[src/design/letp_pkg.sv]
// ----------------------------------------------------------------------------
// Looping envelope table player package
// Shared command codes, register indexes and controller/datapath interface.
// ----------------------------------------------------------------------------
package letp_pkg;

  localparam int unsigned CMD_W      = 2;
  localparam int unsigned LOAD_ADDR_W = 10;
  localparam int unsigned LOOP_W     = 10;
  localparam int unsigned LEN_W      = 11;
  localparam int unsigned CFG_ADDR_W = 3;
  localparam int unsigned CFG_DATA_W = 11;

  typedef enum logic [CMD_W-1:0] {
    CMD_SAMPLE  = 2'd0,
    CMD_NOTE_ON = 2'd1,
    CMD_RELEASE = 2'd2,
    CMD_LOAD    = 2'd3
  } cmd_e;

  localparam logic [CFG_ADDR_W-1:0] CFG_LOOP_START       = 3'd0;
  localparam logic [CFG_ADDR_W-1:0] CFG_LOOP_END         = 3'd1;
  localparam logic [CFG_ADDR_W-1:0] CFG_LOOP_START_VALID = 3'd2;
  localparam logic [CFG_ADDR_W-1:0] CFG_LOOP_END_VALID   = 3'd3;
  localparam logic [CFG_ADDR_W-1:0] CFG_ENV_LENGTH       = 3'd4;

  localparam logic [LEN_W-1:0] ENV_LENGTH_RESET = 11'd1024;

  typedef enum logic [1:0] {
    RA_PTR  = 2'd0,
    RA_LEND = 2'd1,
    RA_POS  = 2'd2
  } rd_sel_e;

  typedef struct packed {
    logic    wr_en;
    logic    note_on;
    rd_sel_e rd_sel;
    logic    cur_load;
    logic    pos_load;
    logic    srch_step;
    logic    take_pos;
    logic    play;
    logic    emit_end;
  } ctrl_cmd_t;

  typedef struct packed {
    logic end_flag;
    logic loop_end_valid;
    logic hit;
  } ctrl_stat_t;

endpackage

[src/design/letp_ctrl.sv]
// ----------------------------------------------------------------------------
// Looping envelope table player controller
// Sequences table loads, sample playback and the backward release search.
// ----------------------------------------------------------------------------
module letp_ctrl (
  input  logic                           clk_i,
  input  logic                           rst_ni,
  input  logic                           start,
  input  logic [letp_pkg::CMD_W-1:0]     cmd_i,
  input  letp_pkg::ctrl_stat_t           stat_i,
  output letp_pkg::ctrl_cmd_t            cmd_o,
  output logic                           busy
);

  typedef enum logic [2:0] {
    S_IDLE,
    S_CHECK,
    S_PLAY,
    S_SRCH_CUR,
    S_SRCH
  } state_e;

  state_e state_q, state_d;
  logic   rel_q, rel_d;

  always_comb begin
    state_d = state_q;
    rel_d   = rel_q;
    cmd_o   = '0;
    cmd_o.rd_sel = letp_pkg::RA_PTR;
    case (state_q)
      S_IDLE: begin
        if (start) begin
          if (cmd_i == letp_pkg::CMD_LOAD) begin
            cmd_o.wr_en = 1'b1;
          end else begin
            cmd_o.note_on = (cmd_i == letp_pkg::CMD_NOTE_ON);
            rel_d         = (cmd_i == letp_pkg::CMD_RELEASE);
            state_d       = S_CHECK;
          end
        end
      end
      S_CHECK: begin
        if (stat_i.end_flag) begin
          cmd_o.emit_end = 1'b1;
          state_d        = S_IDLE;
        end else if (rel_q && stat_i.loop_end_valid) begin
          state_d = S_SRCH_CUR;
        end else begin
          state_d = S_PLAY;
        end
      end
      S_PLAY: begin
        cmd_o.play = 1'b1;
        state_d    = S_IDLE;
      end
      S_SRCH_CUR: begin
        cmd_o.cur_load = 1'b1;
        cmd_o.pos_load = 1'b1;
        cmd_o.rd_sel   = letp_pkg::RA_LEND;
        state_d        = S_SRCH;
      end
      S_SRCH: begin
        cmd_o.srch_step = 1'b1;
        cmd_o.rd_sel    = letp_pkg::RA_POS;
        if (stat_i.hit) begin
          cmd_o.take_pos = 1'b1;
          state_d        = S_PLAY;
        end
      end
      default: begin
        state_d = S_IDLE;
      end
    endcase
  end

  always_ff @(posedge clk_i or negedge rst_ni) begin
    if (!rst_ni) begin
      state_q <= S_IDLE;
      rel_q   <= 1'b0;
    end else begin
      state_q <= state_d;
      rel_q   <= rel_d;
    end
  end

  assign busy = (state_q != S_IDLE);

endmodule

[config.mk]
export PLATFORM = sky130hd
export DESIGN_NAME = letp_ctrl
export DESIGN_NICKNAME = d
export VERILOG_FILES = /design/src/design/letp_pkg.sv /design/src/design/letp_ctrl.sv
export SDC_FILE = /design/constraint.sdc
export NUM_CORES = 1
export LEC_CHECK = 0
export BUFFER_PORTS_ARGS = -buffer_cell sky130_fd_sc_hd__buf_2
export CORE_AREA = 2 2 39 41
export DETAILED_ROUTE_END_ITERATION = 16
export DIE_AREA = 0 0 41 43
export SLEW_MARGIN = 20
export SYNTH_ARGS = -nofsm -noshare
export SYNTH_HDL_FRONTEND = slang
export SYNTH_SLANG_ARGS = --single-unit
[constraint.sdc]
create_clock -name clk_i -period 1.4 [get_ports clk_i]
set_input_delay 0.28 -clock clk_i [delete_from_list [all_inputs] [get_ports clk_i]]
set_output_delay 0.28 -clock clk_i [all_outputs]
set_load 0.02 [all_outputs]
==> results.toml <==
[run_status]
status = "finished, violations left"
violations = "negative setup slack"

[clocking]
clockBufferDepth = 2
clockRootBuffer = "clkbuf_4"
cts_tree = "done"
tritoncts.num_buffers = 3
clk_latency_ps = 230
htreeDepth = 1
cts.sinks = 4
clkTransAtPathRegs_ps = 40

[synth]
synth_warnings = 0
ys_types = 21
ys.flop_type = "dfrtp_1"
yosysSeqAreaShare_pct = 34.5
synthesis.nets = 38
synthCells = 30
synth_area_um2 = 290
synth_largest_area_cell = "dfrtp_1"
synth_edf_count = 0
async_flop_share_pct = 100
netlist_top_cells_area = "dfrtp_1 (34%), and3b_2 (6.9%), buf_4 (5.2%)"
yosysTopAreaCellShare_pct = 34.5
synth-seq-cells = 4
syn_area_per_cell_um2 = 9.68

[grt]
grt_pass1_wl_um = 1150
grt_max_degree = 11
met2_usage_pct = 16.9
antenna_found_initial = 0
globalRouteTotalUtil_pct = 9.69
grt_pass1_vias = 297
busiest_layer = "met2"
grtUsageMet3_pct = 1.57
grt_overflow_total = 0
grtUsageMet1_pct = 9.80

[timing]
max-slew-margin-rel_pct = 81.6
finalCriticalPeriod_ps = 1780
hold_ws_ps = 352
rsz0062_at_grt = "true"
slew_viol_final = 0
fin_ws_ps = -383
clock_skew_ps = 0.787
hold_viol = 0
tns_ps = -2130
period_share_pct = 127
worstMarginPinSlew_ps = 274
fmax_ghz = 0.561
setup_viol = 12

[run]
cap_violations = 0

[placed_design]
portBuffers = 18
hpwlAfterDp_um = 543
gp_congestion = 0.679
post-place-cells = 64
place_ws_ps = -155
place_area_um2 = 414

[power_and_ir_drop]
leakage_nw = 0.304
p_int_mw = 0.433
seqPwrFrac_pct = 24.5
p_per_area_nw_per_um2 = 1070
clockPowerShare_pct = 21.1
power_switching_mw = 0.213
ir_drop_mv = 0.401
swShare_pct = 33.0
finalPower_mw = 0.646
comb_power_share_pct = 54.5

[drt]
drc = 0
routed_wl_um = 817
vias_per_cell = 4.31
routedWlPerCell_um = 10.9
drt_pre_antenna_iters = 1
drt_iter0_drc = 0
via_count = 323
ant_nets = 0

[final_layout]
layout-drive-gt1-share_pct = 72.9
n_antenna_cell = 0
instances_no_fill = 75
final_core_util_pct = 43.5
final_net_count = 69
syn2layout_area_growth_pct = 107
fin_area_um2 = 602

[critical_path]
crit_path_cell_trace = "or4b_4 -> nor3b_4 -> buf_6"
cpPeakStageDelay_ps = 560
critPathSlowestCell = "or4b_4"
crit_path_end_kind = "output pin"
arrival_ps = 1500
path_buf_inv = 1
r2r-start = "state_q[1]"
path_class = "register to output pin"
critPathTopFamily = "simple AND/OR/NAND/NOR gates"
worstPathMaxFanout = 3
critPathLaunchType = "register"
worst_ep_required_time_ps = 1120
startpoint = "state_q[1]"

[floorplanning]
core_region_area_um2 = 1380
die_h_um = 43
die-width_um = 41
die-area_um2 = 1760
io_pins = 19
rows = 14
start_util_pct = 21.0

[hold_path]
hp-class = "input port to register"
hp-start = "stat_i[0]"
routing by layer:
layer  part of all wire, %  routed length (µm)
met5                     0                   0
met4                     0                   0
met3                   3.1                  25
met2                    63                 517
met1                    34                 274
power by group through the flow:
| stage | clock network, mW | registers [mW] | logic [mW] |
|---|---|---|---|
| final | 0.136 | 0.158 | 0.352 |
| after global routing | 0.151 | 0.161 | 0.378 |
| after CTS | 0.147 | 0.158 | 0.326 |
| after detailed placement | 0 | 0.159 | 0.240 |
| after global placement | 0 | 0.158 | 0.237 |
| after floorplan | 0 | 0.160 | 0.159 |
Yosys cell counts, types with 2 or more instances:
cell type and n:
dfrtp_1 4, and3b_2 2, buf_4 2, nand2_1 2
nand3b_1 2, nor2_1 2, nor3b_1 2
worst reg2reg max path: stages (launching register included):
cell	delay (ps)
dfrtp_1	380
or4b_4	560
buf_4	160
o22a_1	190
cells in the final DEF, fill, tap and decap left out:
cell            n
a211oi_1        1
a21o_1          1
a21oi_2         1
and2_4          1
and3b_2         2
buf_2           7
buf_4           9
buf_6          13
clkbuf_4        3
dfrtp_1         4
dlygate4sd3_1   1
inv_1           1
nand2_1         2
nand3b_1        2
nand4b_1        1
nor2_1          1
nor2_2          1
nor3_2          1
nor3b_2         1
nor3b_4         2
o22a_1          1
or3_4           1
or3b_1          1
or4b_4          1
repair_timing:
action / CTS / global route
gates cloned: 0 / 0
pin swaps: 3 / 3
hold buffers: 1 / 0
gates resized for setup: 24 / 7
buffers inserted: 4 / 4
setup endpoints to repair: 12 / 13
hold endpoints to repair: 4 / 0
registers in the layout, summed over array words and instances (netlist names):
signal,count
state_q,3
rel_q,1
cell type report:
type	instances	area, µm²
clock buffers	3	22.5
inverters	1	3.75
flip-flops and latches	4	100
fillers	140	782
well taps	16	20.0
multi-input cells	21	196
repair buffers	30	259
cell families after synthesis:
| group | count (synthesis) | share of synthesized area [%] |
|---|---|---|
| buf+inv | 5 | 11.6 |
| flops | 4 | 34.5 |
| compound gates | 4 | 9.91 |
| simple gates | 17 | 44.0 |
path summary, 6_finish.rpt:
| kind | slack, ps | cells past startpoint | end |
|---|---|---|---|
| max reg2reg | 0 | 3 | rel_q |
| min reg2reg | 500 | 1 | rel_q |
| min | 350 | 3 | state_q[2] |
| max in group asynchronous | 900 | 2 | state_q[0] |
| max | -380 | 3 | cmd_o[8] |
| min in group asynchronous | 380 | 2 | state_q[2] |
Power figures use the tool's default switching activity.
